===== config.mk =====
export PLATFORM = sky130hd
export DESIGN_NAME = ping_latency_and_rate_monitor_top
export DESIGN_NICKNAME = d
export VERILOG_FILES = /design/src/hdl/plrm_pkg.sv /design/src/hdl/ping_latency_and_rate_monitor_top.sv /design/src/hdl/plrm_front.sv /design/src/hdl/plrm_div.sv /design/src/hdl/plrm_back.sv
export SDC_FILE = /design/constraint.sdc
export NUM_CORES = 2
export LEC_CHECK = 0
export ABC_AREA = 1
export CAP_MARGIN = 5
export CORE_MARGIN = 1.5
export CORE_UTILIZATION = 35
export DETAILED_ROUTE_END_ITERATION = 12
export DONT_BUFFER_PORTS = 1
export PLACE_DENSITY_LB_ADDON = 0.15
export SLEW_MARGIN = 20
export SYNTH_ARGS = -nofsm -noshare
export SYNTH_HDL_FRONTEND = slang
export SYNTH_SLANG_ARGS = --single-unit

===== constraint.sdc =====
create_clock -name clock -period 8.4 [get_ports clock]
set_clock_uncertainty 0.1 [all_clocks]
set_input_delay 1.68 -clock clock [delete_from_list [all_inputs] [get_ports clock]]
set_output_delay 1.68 -clock clock [all_outputs]
set_load 0.02 [all_outputs]

===== src/hdl/plrm_pkg.sv =====
// Shared types and constants for the ping latency and rate monitor.
// Depends on nothing; every other file of the block imports it.
package plrm_pkg;

   // Ping queue depth default, handed down from the top level
   localparam int QUEUE_DEPTH_DEF = 16;

   // Field widths
   localparam int ID_W         = 32;
   localparam int TIME_W       = 32;
   localparam int BYTES_W      = 32;
   localparam int TOTAL_W      = 48;
   localparam int INTERVAL_W   = 16;
   localparam int KIND_W       = 3;
   // byte total times 1000 needs ten more bits
   localparam int DIVIDEND_W   = TOTAL_W + 10;

   // Reset values
   localparam logic [INTERVAL_W-1:0] RATE_INTERVAL_RST = 16'd1000;
   localparam logic [ID_W-1:0]       FIRST_PING_ID     = 32'd1;

   // Command queue between front and back
   localparam int CMD_FIFO_DEPTH = 2;
   localparam int CMD_PTR_W      = $clog2(CMD_FIFO_DEPTH);
   localparam int CMD_CNT_W      = $clog2(CMD_FIFO_DEPTH + 1);

   // Decoded operation of one item
   typedef enum logic [1:0] {
      OP_SEND  = 2'd0,
      OP_REPLY = 2'd1,
      OP_BYTES = 2'd2,
      OP_RATE  = 2'd3
   } op_type;

   // Result kinds
   typedef enum logic [KIND_W-1:0] {
      KIND_SENT     = 3'd0,
      KIND_LATENCY  = 3'd1,
      KIND_NO_MATCH = 3'd2,
      KIND_RATE     = 3'd3,
      KIND_BYTES    = 3'd4
   } kind_type;

   // Back end sequencer states
   typedef enum logic [2:0] {
      ST_IDLE,
      ST_WALK_RD,
      ST_WALK_CMP,
      ST_DIV_START,
      ST_DIV_WAIT
   } back_state_type;

   // One classified command
   typedef struct packed {
      op_type               op;
      logic [TIME_W-1:0]    now_ms;
      logic [ID_W-1:0]      reply_id;
      logic [BYTES_W-1:0]   byte_count;
   } cmd_type;

endpackage


===== src/hdl/ping_latency_and_rate_monitor_top.sv =====
// Ping round-trip and link data-rate monitor.
// Items arrive on req_* (valid/ready) with a mode: send ping, ping reply,
// bytes received or rate period end. Every item gives exactly one result on
// rsp_* (valid/ready); kind tells which fields carry data, the rest are zero.
// csr_we/csr_wdata write the rate interval in ms (0 acts as 1).
// A two-entry command queue parts the front from the back, so items are
// accepted while a result waits. A reply walks the ping queue from the head,
// popping each entry examined until an id matches or the queue is empty; a
// rate end runs the one bit per cycle divider over the 58-bit scaled byte
// total. The back end works on one item at a time and takes no new command
// until the current one has its result.
// A stalled receiver holds the result; the command queue fills and req_ready
// drops once it is full. Reset (synchronous) empties the ping queue, sets the
// next ping id to 1, clears the byte total and sets the interval to 1000 ms.
// Depends on plrm_pkg, plrm_front, plrm_back and plrm_div.
module ping_latency_and_rate_monitor_top #(
   parameter int QUEUE_DEPTH = plrm_pkg::QUEUE_DEPTH_DEF
) (
   input  logic                              clock,
   input  logic                              reset,
   input  logic                              csr_we,
   input  logic [plrm_pkg::INTERVAL_W-1:0]   csr_wdata,
   input  logic                              req_valid,
   output logic                              req_ready,
   input  logic [1:0]                        req_mode,
   input  logic [plrm_pkg::TIME_W-1:0]       req_now_ms,
   input  logic [plrm_pkg::ID_W-1:0]         req_reply_id,
   input  logic [plrm_pkg::BYTES_W-1:0]      req_byte_count,
   output logic                              rsp_valid,
   input  logic                              rsp_ready,
   output logic [plrm_pkg::KIND_W-1:0]       rsp_kind,
   output logic [plrm_pkg::ID_W-1:0]         rsp_sent_id,
   output logic [plrm_pkg::TIME_W-1:0]       rsp_latency_ms,
   output logic [plrm_pkg::TOTAL_W-1:0]      rsp_byte_rate,
   output logic                              rsp_oldest_dropped
);
   import plrm_pkg::*;

   logic    cmd_valid;
   logic    cmd_ready;
   cmd_type cmd_data;

   // Accept and classify items
   plrm_front u_front (
      .clock          (clock),
      .reset          (reset),
      .req_valid      (req_valid),
      .req_ready      (req_ready),
      .req_mode       (req_mode),
      .req_now_ms     (req_now_ms),
      .req_reply_id   (req_reply_id),
      .req_byte_count (req_byte_count),
      .cmd_valid      (cmd_valid),
      .cmd_ready      (cmd_ready),
      .cmd_data       (cmd_data)
   );

   // Carry out commands and hold results
   plrm_back #(
      .QUEUE_DEPTH (QUEUE_DEPTH)
   ) u_back (
      .clock              (clock),
      .reset              (reset),
      .csr_we             (csr_we),
      .csr_wdata          (csr_wdata),
      .cmd_valid          (cmd_valid),
      .cmd_ready          (cmd_ready),
      .cmd_data           (cmd_data),
      .rsp_valid          (rsp_valid),
      .rsp_ready          (rsp_ready),
      .rsp_kind           (rsp_kind),
      .rsp_sent_id        (rsp_sent_id),
      .rsp_latency_ms     (rsp_latency_ms),
      .rsp_byte_rate      (rsp_byte_rate),
      .rsp_oldest_dropped (rsp_oldest_dropped)
   );

endmodule


===== src/hdl/plrm_front.sv =====
// Front end: accepts items, decodes the mode and queues commands for the back end.
// Depends on plrm_pkg.
module plrm_front (
   input  logic                       clock,
   input  logic                       reset,
   input  logic                       req_valid,
   output logic                       req_ready,
   input  logic [1:0]                 req_mode,
   input  logic [plrm_pkg::TIME_W-1:0]  req_now_ms,
   input  logic [plrm_pkg::ID_W-1:0]    req_reply_id,
   input  logic [plrm_pkg::BYTES_W-1:0] req_byte_count,
   output logic                       cmd_valid,
   input  logic                       cmd_ready,
   output plrm_pkg::cmd_type          cmd_data
);
   import plrm_pkg::*;

   cmd_type              fifo_ff [CMD_FIFO_DEPTH];
   logic [CMD_PTR_W-1:0] wr_ptr_ff, wr_ptr_in;
   logic [CMD_PTR_W-1:0] rd_ptr_ff, rd_ptr_in;
   logic [CMD_CNT_W-1:0] count_ff, count_in;
   cmd_type              new_cmd;
   logic                 push;
   logic                 pop;

   // Classify the incoming item
   always_comb begin
      new_cmd.op         = op_type'(req_mode);
      new_cmd.now_ms     = req_now_ms;
      new_cmd.reply_id   = req_reply_id;
      new_cmd.byte_count = req_byte_count;
   end

   assign req_ready = (count_ff != CMD_CNT_W'(CMD_FIFO_DEPTH));
   assign cmd_valid = (count_ff != '0);
   assign cmd_data  = fifo_ff[rd_ptr_ff];
   assign push      = req_valid && req_ready;
   assign pop       = cmd_valid && cmd_ready;

   // Advance pointers and count
   always_comb begin
      wr_ptr_in = wr_ptr_ff;
      rd_ptr_in = rd_ptr_ff;
      count_in  = count_ff;
      if (push) begin
         wr_ptr_in = (wr_ptr_ff == CMD_PTR_W'(CMD_FIFO_DEPTH - 1)) ? '0 : wr_ptr_ff + 1'b1;
      end
      if (pop) begin
         rd_ptr_in = (rd_ptr_ff == CMD_PTR_W'(CMD_FIFO_DEPTH - 1)) ? '0 : rd_ptr_ff + 1'b1;
      end
      if (push && !pop) begin
         count_in = count_ff + 1'b1;
      end else if (pop && !push) begin
         count_in = count_ff - 1'b1;
      end
   end

   always_ff @(posedge clock) begin
      if (reset) begin
         wr_ptr_ff <= '0;
         rd_ptr_ff <= '0;
         count_ff  <= '0;
      end else begin
         wr_ptr_ff <= wr_ptr_in;
         rd_ptr_ff <= rd_ptr_in;
         count_ff  <= count_in;
      end
   end

   // Store the command payload
   always_ff @(posedge clock) begin
      if (push) begin
         fifo_ff[wr_ptr_ff] <= new_cmd;
      end
   end

endmodule


===== src/hdl/plrm_div.sv =====
// Restoring divider, one quotient bit per cycle, for the rate computation.
// Depends on plrm_pkg.
module plrm_div (
   input  logic                             clock,
   input  logic                             reset,
   input  logic                             start,
   input  logic [plrm_pkg::DIVIDEND_W-1:0]  dividend,
   input  logic [plrm_pkg::INTERVAL_W-1:0]  divisor,
   output logic                             done,
   output logic [plrm_pkg::DIVIDEND_W-1:0]  quotient
);
   import plrm_pkg::*;

   localparam int STEP_W = $clog2(DIVIDEND_W + 1);

   logic                  busy_ff, busy_in;
   logic                  done_ff, done_in;
   logic [STEP_W-1:0]     step_ff, step_in;
   logic [INTERVAL_W-1:0] rem_ff, rem_in;
   logic [INTERVAL_W-1:0] den_ff, den_in;
   logic [DIVIDEND_W-1:0] quo_ff, quo_in;
   logic [INTERVAL_W:0]   shifted;
   logic [INTERVAL_W:0]   diff;
   logic                  fits;

   // Trial subtract of one bit
   assign shifted = {rem_ff, quo_ff[DIVIDEND_W-1]};
   assign diff    = shifted - {1'b0, den_ff};
   assign fits    = (shifted >= {1'b0, den_ff});

   always_comb begin
      busy_in = busy_ff;
      done_in = 1'b0;
      step_in = step_ff;
      rem_in  = rem_ff;
      den_in  = den_ff;
      quo_in  = quo_ff;
      if (start) begin
         busy_in = 1'b1;
         step_in = STEP_W'(DIVIDEND_W);
         rem_in  = '0;
         den_in  = divisor;
         quo_in  = dividend;
      end else if (busy_ff) begin
         rem_in  = fits ? diff[INTERVAL_W-1:0] : shifted[INTERVAL_W-1:0];
         quo_in  = {quo_ff[DIVIDEND_W-2:0], fits};
         step_in = step_ff - 1'b1;
         if (step_ff == STEP_W'(1)) begin
            busy_in = 1'b0;
            done_in = 1'b1;
         end
      end
   end

   always_ff @(posedge clock) begin
      if (reset) begin
         busy_ff <= 1'b0;
         done_ff <= 1'b0;
         step_ff <= '0;
      end else begin
         busy_ff <= busy_in;
         done_ff <= done_in;
         step_ff <= step_in;
      end
   end

   always_ff @(posedge clock) begin
      rem_ff <= rem_in;
      den_ff <= den_in;
      quo_ff <= quo_in;
   end

   assign done     = done_ff;
   assign quotient = quo_ff;

endmodule


===== src/hdl/plrm_back.sv =====
// Back end: ping queue memory, reply walk, byte total, rate division and result register.
// Depends on plrm_pkg and plrm_div.
module plrm_back #(
   parameter int QUEUE_DEPTH = plrm_pkg::QUEUE_DEPTH_DEF
) (
   input  logic                              clock,
   input  logic                              reset,
   input  logic                              csr_we,
   input  logic [plrm_pkg::INTERVAL_W-1:0]   csr_wdata,
   input  logic                              cmd_valid,
   output logic                              cmd_ready,
   input  plrm_pkg::cmd_type                 cmd_data,
   output logic                              rsp_valid,
   input  logic                              rsp_ready,
   output logic [plrm_pkg::KIND_W-1:0]       rsp_kind,
   output logic [plrm_pkg::ID_W-1:0]         rsp_sent_id,
   output logic [plrm_pkg::TIME_W-1:0]       rsp_latency_ms,
   output logic [plrm_pkg::TOTAL_W-1:0]      rsp_byte_rate,
   output logic                              rsp_oldest_dropped
);
   import plrm_pkg::*;

   localparam int PTR_W = $clog2(QUEUE_DEPTH);
   localparam int CNT_W = $clog2(QUEUE_DEPTH + 1);
   localparam int ENT_W = ID_W + TIME_W;

   // Ping queue storage
   logic [ENT_W-1:0]      queue_mem [QUEUE_DEPTH];
   logic [ENT_W-1:0]      entry_ff;
   logic                  mem_we;
   logic [PTR_W-1:0]      mem_waddr;

   back_state_type        state_ff, state_in;
   logic [PTR_W-1:0]      head_ff, head_in;
   logic [CNT_W-1:0]      count_ff, count_in;
   logic [ID_W-1:0]       next_id_ff, next_id_in;
   logic [TOTAL_W-1:0]    total_ff, total_in;
   logic [INTERVAL_W-1:0] interval_ff;
   logic [TIME_W-1:0]     now_ff, now_in;
   logic [ID_W-1:0]       reply_id_ff, reply_id_in;
   logic [DIVIDEND_W-1:0] prod_ff, prod_in;

   logic                  rsp_valid_ff, rsp_valid_in;
   kind_type              rsp_kind_ff, rsp_kind_in;
   logic [ID_W-1:0]       rsp_sent_id_ff, rsp_sent_id_in;
   logic [TIME_W-1:0]     rsp_latency_ms_ff, rsp_latency_ms_in;
   logic [TOTAL_W-1:0]    rsp_byte_rate_ff, rsp_byte_rate_in;
   logic                  rsp_dropped_ff, rsp_dropped_in;

   logic                  out_free;
   logic                  queue_full;
   logic                  queue_empty;
   logic [PTR_W-1:0]      head_inc;
   logic [CNT_W:0]        slot_sum;
   logic [PTR_W-1:0]      slot;
   logic                  id_match;
   logic [TOTAL_W:0]      byte_sum;
   logic [DIVIDEND_W-1:0] total_ext;
   logic [DIVIDEND_W-1:0] scaled_total;
   logic [INTERVAL_W-1:0] divisor;
   logic                  div_start;
   logic                  div_done;
   logic [DIVIDEND_W-1:0] div_quotient;
   logic [TOTAL_W-1:0]    rate_sat;

   // Queue bookkeeping
   assign out_free    = !rsp_valid_ff || rsp_ready;
   assign queue_full  = (count_ff == CNT_W'(QUEUE_DEPTH));
   assign queue_empty = (count_ff == '0);
   assign head_inc    = (head_ff == PTR_W'(QUEUE_DEPTH - 1)) ? '0 : head_ff + 1'b1;
   assign slot_sum    = (CNT_W + 1)'(head_ff) + (CNT_W + 1)'(count_ff);
   // A full queue reuses the head slot of the dropped entry
   always_comb begin
      if (queue_full) begin
         slot = head_ff;
      end else if (slot_sum >= (CNT_W + 1)'(QUEUE_DEPTH)) begin
         slot = PTR_W'(slot_sum - (CNT_W + 1)'(QUEUE_DEPTH));
      end else begin
         slot = slot_sum[PTR_W-1:0];
      end
   end
   assign id_match = (entry_ff[ENT_W-1:TIME_W] == reply_id_ff);

   // Saturating byte accumulate
   assign byte_sum = {1'b0, total_ff} + (TOTAL_W + 1)'(cmd_data.byte_count);

   // Total times 1000 as 1024 - 16 - 8
   assign total_ext    = DIVIDEND_W'(total_ff);
   assign scaled_total = (total_ext << 10) - (total_ext << 4) - (total_ext << 3);

   assign divisor  = (interval_ff == '0) ? INTERVAL_W'(1) : interval_ff;
   assign rate_sat = (div_quotient[DIVIDEND_W-1:TOTAL_W] != '0) ? '1
                                                                : div_quotient[TOTAL_W-1:0];

   plrm_div u_div (
      .clock    (clock),
      .reset    (reset),
      .start    (div_start),
      .dividend (prod_ff),
      .divisor  (divisor),
      .done     (div_done),
      .quotient (div_quotient)
   );

   // Next state
   always_comb begin
      state_in = state_ff;
      case (state_ff)
         ST_IDLE: begin
            if (cmd_valid && out_free) begin
               case (cmd_data.op)
                  OP_REPLY: state_in = ST_WALK_RD;
                  OP_RATE:  state_in = ST_DIV_START;
                  default:  state_in = ST_IDLE;
               endcase
            end
         end
         ST_WALK_RD: begin
            state_in = queue_empty ? ST_IDLE : ST_WALK_CMP;
         end
         ST_WALK_CMP: begin
            state_in = id_match ? ST_IDLE : ST_WALK_RD;
         end
         ST_DIV_START: begin
            state_in = ST_DIV_WAIT;
         end
         ST_DIV_WAIT: begin
            if (div_done) begin
               state_in = ST_IDLE;
            end
         end
         default: state_in = ST_IDLE;
      endcase
   end

   // Datapath and result control
   always_comb begin
      cmd_ready         = 1'b0;
      mem_we            = 1'b0;
      mem_waddr         = slot;
      div_start         = 1'b0;
      head_in           = head_ff;
      count_in          = count_ff;
      next_id_in        = next_id_ff;
      total_in          = total_ff;
      now_in            = now_ff;
      reply_id_in       = reply_id_ff;
      prod_in           = prod_ff;
      rsp_valid_in      = rsp_valid_ff && !rsp_ready;
      rsp_kind_in       = rsp_kind_ff;
      rsp_sent_id_in    = rsp_sent_id_ff;
      rsp_latency_ms_in = rsp_latency_ms_ff;
      rsp_byte_rate_in  = rsp_byte_rate_ff;
      rsp_dropped_in    = rsp_dropped_ff;
      case (state_ff)
         ST_IDLE: begin
            if (cmd_valid && out_free) begin
               cmd_ready = 1'b1;
               case (cmd_data.op)
                  OP_SEND: begin
                     // Queue the ping, drop the oldest when full
                     mem_we            = 1'b1;
                     next_id_in        = next_id_ff + 1'b1;
                     if (queue_full) begin
                        head_in = head_inc;
                     end else begin
                        count_in = count_ff + 1'b1;
                     end
                     rsp_valid_in      = 1'b1;
                     rsp_kind_in       = KIND_SENT;
                     rsp_sent_id_in    = next_id_ff;
                     rsp_latency_ms_in = '0;
                     rsp_byte_rate_in  = '0;
                     rsp_dropped_in    = queue_full;
                  end
                  OP_REPLY: begin
                     now_in      = cmd_data.now_ms;
                     reply_id_in = cmd_data.reply_id;
                  end
                  OP_BYTES: begin
                     total_in          = byte_sum[TOTAL_W] ? '1 : byte_sum[TOTAL_W-1:0];
                     rsp_valid_in      = 1'b1;
                     rsp_kind_in       = KIND_BYTES;
                     rsp_sent_id_in    = '0;
                     rsp_latency_ms_in = '0;
                     rsp_byte_rate_in  = '0;
                     rsp_dropped_in    = 1'b0;
                  end
                  default: begin
                     // Rate period end: latch scaled total, clear it
                     prod_in  = scaled_total;
                     total_in = '0;
                  end
               endcase
            end
         end
         ST_WALK_RD: begin
            if (queue_empty) begin
               rsp_valid_in      = 1'b1;
               rsp_kind_in       = KIND_NO_MATCH;
               rsp_sent_id_in    = '0;
               rsp_latency_ms_in = '0;
               rsp_byte_rate_in  = '0;
               rsp_dropped_in    = 1'b0;
            end
         end
         ST_WALK_CMP: begin
            // Pop the head whether or not it matches
            head_in  = head_inc;
            count_in = count_ff - 1'b1;
            if (id_match) begin
               rsp_valid_in      = 1'b1;
               rsp_kind_in       = KIND_LATENCY;
               rsp_sent_id_in    = '0;
               rsp_latency_ms_in = now_ff - entry_ff[TIME_W-1:0];
               rsp_byte_rate_in  = '0;
               rsp_dropped_in    = 1'b0;
            end
         end
         ST_DIV_START: begin
            div_start = 1'b1;
         end
         ST_DIV_WAIT: begin
            if (div_done) begin
               rsp_valid_in      = 1'b1;
               rsp_kind_in       = KIND_RATE;
               rsp_sent_id_in    = '0;
               rsp_latency_ms_in = '0;
               rsp_byte_rate_in  = rate_sat;
               rsp_dropped_in    = 1'b0;
            end
         end
         default: begin
            cmd_ready = 1'b0;
         end
      endcase
   end

   // Control registers
   always_ff @(posedge clock) begin
      if (reset) begin
         state_ff     <= ST_IDLE;
         head_ff      <= '0;
         count_ff     <= '0;
         next_id_ff   <= FIRST_PING_ID;
         total_ff     <= '0;
         interval_ff  <= RATE_INTERVAL_RST;
         rsp_valid_ff <= 1'b0;
      end else begin
         state_ff     <= state_in;
         head_ff      <= head_in;
         count_ff     <= count_in;
         next_id_ff   <= next_id_in;
         total_ff     <= total_in;
         rsp_valid_ff <= rsp_valid_in;
         if (csr_we) begin
            interval_ff <= csr_wdata;
         end
      end
   end

   // Payload registers
   always_ff @(posedge clock) begin
      now_ff            <= now_in;
      reply_id_ff       <= reply_id_in;
      prod_ff           <= prod_in;
      rsp_kind_ff       <= rsp_kind_in;
      rsp_sent_id_ff    <= rsp_sent_id_in;
      rsp_latency_ms_ff <= rsp_latency_ms_in;
      rsp_byte_rate_ff  <= rsp_byte_rate_in;
      rsp_dropped_ff    <= rsp_dropped_in;
   end

   // Write the ping queue, read the head entry
   always_ff @(posedge clock) begin
      if (mem_we) begin
         queue_mem[mem_waddr] <= {next_id_ff, cmd_data.now_ms};
      end
      entry_ff <= queue_mem[head_ff];
   end

   assign rsp_valid          = rsp_valid_ff;
   assign rsp_kind           = rsp_kind_ff;
   assign rsp_sent_id        = rsp_sent_id_ff;
   assign rsp_latency_ms     = rsp_latency_ms_ff;
   assign rsp_byte_rate      = rsp_byte_rate_ff;
   assign rsp_oldest_dropped = rsp_dropped_ff;

endmodule


### Word level (Yosys, flattened, before mapping)

Memories as Yosys holds them, arrays and structs flattened. A register that Yosys moved wholly into a read port is not among the register bits.
Cells that the tools add are included.
W data, S select, Z words.

* output and inout bits: 118
* memory bits (read-only): 0
* bits in latches: 0
* input bits: 119
* logic and storage cells: 183
* register bits after elaboration: 449
* bits in writable memories: 1220
* memories kept: 2

Memories
* u_back.queue_mem: words 16, width 64, read ports 1, clocked after Yosys merged registers in 1, wr ports 1, RTL line plrm_back.sv:28 `logic [ENT_W-1:0] queue_mem [QUEUE_DEPTH];`
* u_front.fifo_ff: words 2, width 98, read ports 1, clocked after Yosys merged registers in 1, wr ports 1, RTL line plrm_front.sv:18 `cmd_type fifo_ff [CMD_FIFO_DEPTH];`

* multipliers: 0
* bitwise operators: 3
* shifts and indexed selects: 0
* divide/modulo/power cells: 0
* eq/ne operators: 21
* order comparisons: 2
* reduce and logical (&&, ||, !) cells: 35
* $add $sub $neg: 16
* multiplexer cells: 79

Operators by type and width (number)
* $mux W48: 7
* $pmux W32 S4: 2
* $mux W32: 7
* $pmux W48 S4: 1
* $mux W58: 2
* $pmux W48 S2: 1
* $pmux W32 S2: 1
* $sub A58 B51 Y58: 1
* $sub A58 B52 Y58: 1
* $add A48 B32 Y49: 1
* $add A32 B1 Y32 const B: 1
* $eq A32 B32 Y1: 1
* $sub A32 B32 Y32: 1
* $mux W1: 28
* $mux W4: 6
* $mux W3: 6
* $ge A17 B16 Y1: 1
* $logic_not A16 Y1: 1
* $mux W16: 1
* $sub A16 B16 Y16: 1
* $mux W5: 3
* $pmux W3 S5: 1
* $mux W6: 2
* $pmux W3 S4: 1
* other kinds (44): 78

### Depth between registers and ports, before layout

* depth in word-level cells: 9
* depth in mapped cells: 20
* depth with buffers taken out: 17

### By module

A second synthesis with hierarchy kept.

* cell total of the unflattened synthesis: 6974
* area, all modules: 76693.6 um^2

By module, submodules not included
* plrm_back: sequential area each 41269.6 um^2, cells each 5995, instances 1, area an instance 64175.3 um^2
* plrm_front: sequential area each 5985.7 um^2, cells each 342, instances 1, area an instance 7383.3 um^2
* plrm_div: sequential area each 2702.6 um^2, cells each 637, instances 1, area an instance 5134.9 um^2

### Least setup slack after synthesis

Ideal clock, no wire load.

* path kind: input -> register
* start: input rsp_ready
* end: register u_back.rsp_byte_rate_ff[0] (netlist: u_back.rsp_byte_rate[0]) (enable)
* setup time: 617 ps
* stages: 6
* setup slack: 125 ps
* arrival time: 7559 ps
* cells stage by stage: inv_1 > nand2_1 > o21ai_1 > nand2_1 > nand2_1 > nor3_1

* word-level cells in the longest chain between the ends: 4

Ends and longest elaborated chain
* start: declaration: RTL line ping_latency_and_rate_monitor_top.sv:30 `input logic rsp_ready,`
* $logic_or A1 B1 Y1: RTL line plrm_back.sv:67 `assign out_free = !rsp_valid_ff || rsp_ready;`
* $logic_and A1 B1 Y1: RTL line plrm_back.sv:157 `if (cmd_valid && out_free) begin`
* $ne A2 B1 Y1 (no source line)
* $reduce_and A6 Y1 (no source line)
* end signal: assignment: RTL line plrm_back.sv:270 `rsp_byte_rate_ff <= rsp_byte_rate_in;`
* end: declaration: RTL line plrm_back.sv:47 `logic [TOTAL_W-1:0] rsp_byte_rate_ff, rsp_byte_rate_in;`

Every way passes these cells.
A chain may end at the register's enable or synchronous reset.

### Worst setup path in the final report

* start: register u_back.head_ff[1]
* end: memory u_back.queue_mem[15][1] (netlist bit) (enable)

* word-level cells in the longest chain between the ends: 4
* elaborated cells on any way between the ends: 5

Ends and longest elaborated chain
* start: declaration: RTL line plrm_back.sv:34 `logic [PTR_W-1:0] head_ff, head_in;`
* start signal: assignment: RTL line plrm_back.sv:251 `head_ff <= head_in;`
* $add A4 B5 Y6: RTL line plrm_back.sv:71 `assign slot_sum = (CNT_W + 1)'(head_ff) + (CNT_W + 1)'(count_ff);`
* $ge A6 B5 Y1 / $sub A4 B1 Y4 (equally long branches): RTL line plrm_back.sv:76, plrm_back.sv:77
* $mux W4: RTL line plrm_back.sv:76 `end else if (slot_sum >= (CNT_W + 1)'(QUEUE_DEPTH)) begin`
* $mux W4 *: RTL line plrm_back.sv:74 `if (queue_full) begin`
* end: declaration: RTL line plrm_back.sv:28

Every way passes the cells marked *; elsewhere a longest branch is shown, timed or not.

==> out/qor.csv <==
stage,metric,value,unit
cts,clk_pin_slew,0.06,ns
placed_design,placed_area,0.0797,mm2
worst_setup_path,end_kind,flop,
drt,first_iter_violations,3833,
worst_setup_path,cp_max_fo,92,
timing,layout_setup_ws,3.74,ns
power_and_ir_drop,p_leak,0.0318,uW
placed_design,portBuffers,0,
synthesis,syn-cell-area,0.0767,mm2
finish,fin_area,0.0863,mm2
power_and_ir_drop,pwr-share-seq,0.378,
timing,slew_violations,0,
drt,post_drt_wl_per_cell,22.1,um
cts,clock-sinks,1731,
drt,dr.pass1.iters,5,
power_and_ir_drop,power_frac_clock,0.270,
cts,clock_path_buffers,3,
synthesis,ys_warn_count,0,
synthesis,synth_cell_types,67,
cts,hold_buffers,0,
power_and_ir_drop,switching_share,0.388,
drt,num_vias,50311,
cts,cts.repair.resized,0,
worst_setup_path,cp-startpoint,u_back.head_ff[1],
synthesis,synthArstFlopShare,0,
synthesis,syn_avg_cell_area,11.2,um2
worst_setup_path,timing.rr.start,u_back.head_ff[1],
worst_setup_path,r2r_slack,3.74,ns
synthesis,ys.flop_type,edfxtp_1,
placed_design,dpl.hpwl,137000,um
power_and_ir_drop,p_sw,12500,uW
finish,nets,7130,
drt,totalWireLength,217000,um
cts,cts_setup_buffers,0,
worst_hold_path,worstHoldPathType,flop to flop,
grt,grt_first_pass_wirelength,324000,um
power_and_ir_drop,powerDensity,372,mW/mm2
synthesis,synth_edf_count,1529,
cts,clock_tree.root_cell,clkbuf_16,
worst_setup_path,crit_arrival,5.00,ns
cts,cts_buffers,192,
worst_setup_path,rr_worst_depth,7,
placed_design,place.gp.congestion,0.907,
floorplan,die_height,471,um
floorplan,initial_utilization,0.353,
worst_setup_path,critPathLaunchType,flop,
synthesis,syn_nets,7171,
placed_design,pre_cts_slack,3.27,ns
drt,drcViolationCount,0,
drt,via_per_inst,5.12,
drt,ant_nets,0,
finish,drive_gt1_frac,0.0928,
timing,period_share,0.554,
worst_setup_path,required,8.74,ns
grt,antenna_found_initial,15,
timing,worstMarginPinSlew,1.14,ns
synthesis,ys_seq_area_frac,0.651,
flow_run,maxCapViolCount,0,
timing,fin_setup_tns,0,ns
power_and_ir_drop,power_frac_comb,0.353,
timing,hold_viol_final,0,
floorplan,die_w,471,um
grt,grt_max_degree,230,
timing,setup_viol,0,
timing,rsz0062_at_grt,false,
run_status,status,"finished, final reports clean",
synthesis,synth.largest_area_cell,edfxtp_1,
timing,finalCriticalPeriod,4.66,ns
floorplan,rows,171,
floorplan,ioPinCount,237,
worst_setup_path,crit_end,u_back.queue_mem[15][1],
synthesis,synthCells,6837,
power_and_ir_drop,p_int,19600,uW
finish,layout-area-overhead-vs-synth,12.5,%
grt,grt_overflow,0,
worst_setup_path,reg2reg_to,u_back.queue_mem[15][1],
synthesis,synth_top_area_frac,0.598,
floorplan,dieArea,0.222,mm2
grt,first_global_vias,49764,
timing,slew_headroom,0.237,
synthesis,synthTopCellsByCount,"edfxtp_1 (1529), nand2_1 (1101), nor2_1 (889)",
cts,clk-insertion-delay-late,0.84,ns
grt,grt_use_total,0.193,
power_and_ir_drop,total_power,32100,uW
synthesis,yosysMostFrequentCell,edfxtp_1,
cts,htree_levels,4,
power_and_ir_drop,peakVddDrop,0.272,mV
floorplan,core-area,0.218,mm2
worst_setup_path,path_class,flop to flop,
cts,cts_tree,yes,
synthesis,synthTopCellsByArea,"edfxtp_1 (60%), nand2_1 (5.4%), dfxtp_1 (5.3%)",
timing,fmax,0.215,GHz
synthesis,ys_ff_latch,1731,
worst_hold_path,min_path_cells,0,
==> worst min path at each step <==
stage,slack [ns],end,start
final,0.36,u_back.u_div.den_ff[12],u_back.interval_ff[12]
after global routing,0.38,u_back.u_div.den_ff[14],u_back.interval_ff[14]
after CTS,0.36,u_back.u_div.den_ff[12],u_back.interval_ff[12]
after detailed placement,0.34,u_back.u_div.den_ff[12],u_back.interval_ff[12]
after global placement,0.35,u_back.u_div.den_ff[12],u_back.interval_ff[12]
after floorplan,0.34,u_back.u_div.rem_ff[10],u_back.u_div.rem_ff[10]
==> critical path, stage by stage, from the launching register on <==
cell	delay, ns
dfxtp_4	0.44
inv_6	0.56
fa_1	0.53
or2_2	0.29
o21ai_0	0.20
nand3_1	0.43
nor2_4	0.77
buf_4	0.83
==> sequential cells by signal (all words and copies together), names as in the netlist, 5 cells and up, named ones only <==
name and flops:
u_back.queue_mem 1024, u_back.interval_ff 16, u_back.now_ff 32, u_back.u_div.den_ff 16, u_back.rsp_sent_id 32, u_back.rsp_latency_ms 32
u_back.total_ff 48, u_front.fifo_ff 196, u_back.u_div.step_ff 6, u_back.rsp_byte_rate 48, u_back.u_div.rem_ff 16, u_back.u_div.quotient 58
u_back.reply_id_ff 32, u_back.prod_ff 55, u_back.next_id_ff 32, u_back.count_ff 5, u_back.entry_ff 64
==> cells in the final DEF, fill, tap and decap left out, types with 22 or more instances in the layout <==
master     instances
a21oi_1          229
o211ai_1          36
a21oi_2           24
o22ai_1          154
nand3_2           23
o21ai_0          681
nand3_1          253
nand4_1           38
nor2_4            25
nand2_2           30
fa_1              46
clkbuf_16        197
xor2_1            97
o221ai_1         103
nor2_1           868
clkinv_2          33
mux2_2            96
nor3_1            44
inv_2             27
dfxtp_1          198
inv_1            520
ha_1             169
o21ai_1           37
xnor2_1           25
buf_4             54
nand2_1         1101
clkbuf_1          45
edfxtp_1        1529
clkinv_1          28
clkbuf_8          22
==> logic make-up after synthesis <==
family,count (synthesis),share of synthesized area
simple gates,2474,0.136
fa+ha+maj,215,0.0396
flops,1731,0.651
buf+inv,847,0.0437
compound gates,1352,0.102
xor+xnor,122,0.0139
mux,96,0.0141
==> final cells by class <==
| class | count | area, um2 |
|---|---|---|
| repair buffers | 58 | 485 |
| flip-flops and latches | 1731 | 50000 |
| inverters | 554 | 2100 |
| well taps | 2854 | 3570 |
| multi-input cells | 4259 | 23600 |
| clock buffers | 264 | 5400 |
| clock inverters | 97 | 1140 |
| diodes | 7 | 17.5 |
| fillers | 20847 | 131000 |
==> power by group through the flow <==
stage / sequential [uW] / clock [uW] / combinational (uW)
floorplan: 12100 / 0 / 7630
global placement: 12300 / 0 / 11200
detailed placement: 12300 / 0 / 11300
CTS: 12200 / 8890 / 11300
global route: 12200 / 9190 / 12600
finish: 12100 / 8650 / 11300
==> layer usage <==
metal  global-route usage  vias to the layer above  wire length (um)
li1                     -                    23984                 -
met1                0.288                    24841            108000
met2                0.290                     1186             93600
met3               0.0337                      294             11500
met4               0.0440                        6              4160
met5                    0                        -                41
==> metrics by stage <==
stage / util / hold WS [ns] / instances
finish: 0.397 / 0.363 / 9824
global route: 0.397 / 0.377 / 9821
CTS: 0.397 / 0.362 / 9817
detailed placement: 0.366 / 0.339 / 9456
global placement: 0.366 / 0.347 / 9456
floorplan: - / 0.344 / 6837
Power figures use the tool's default switching activity.
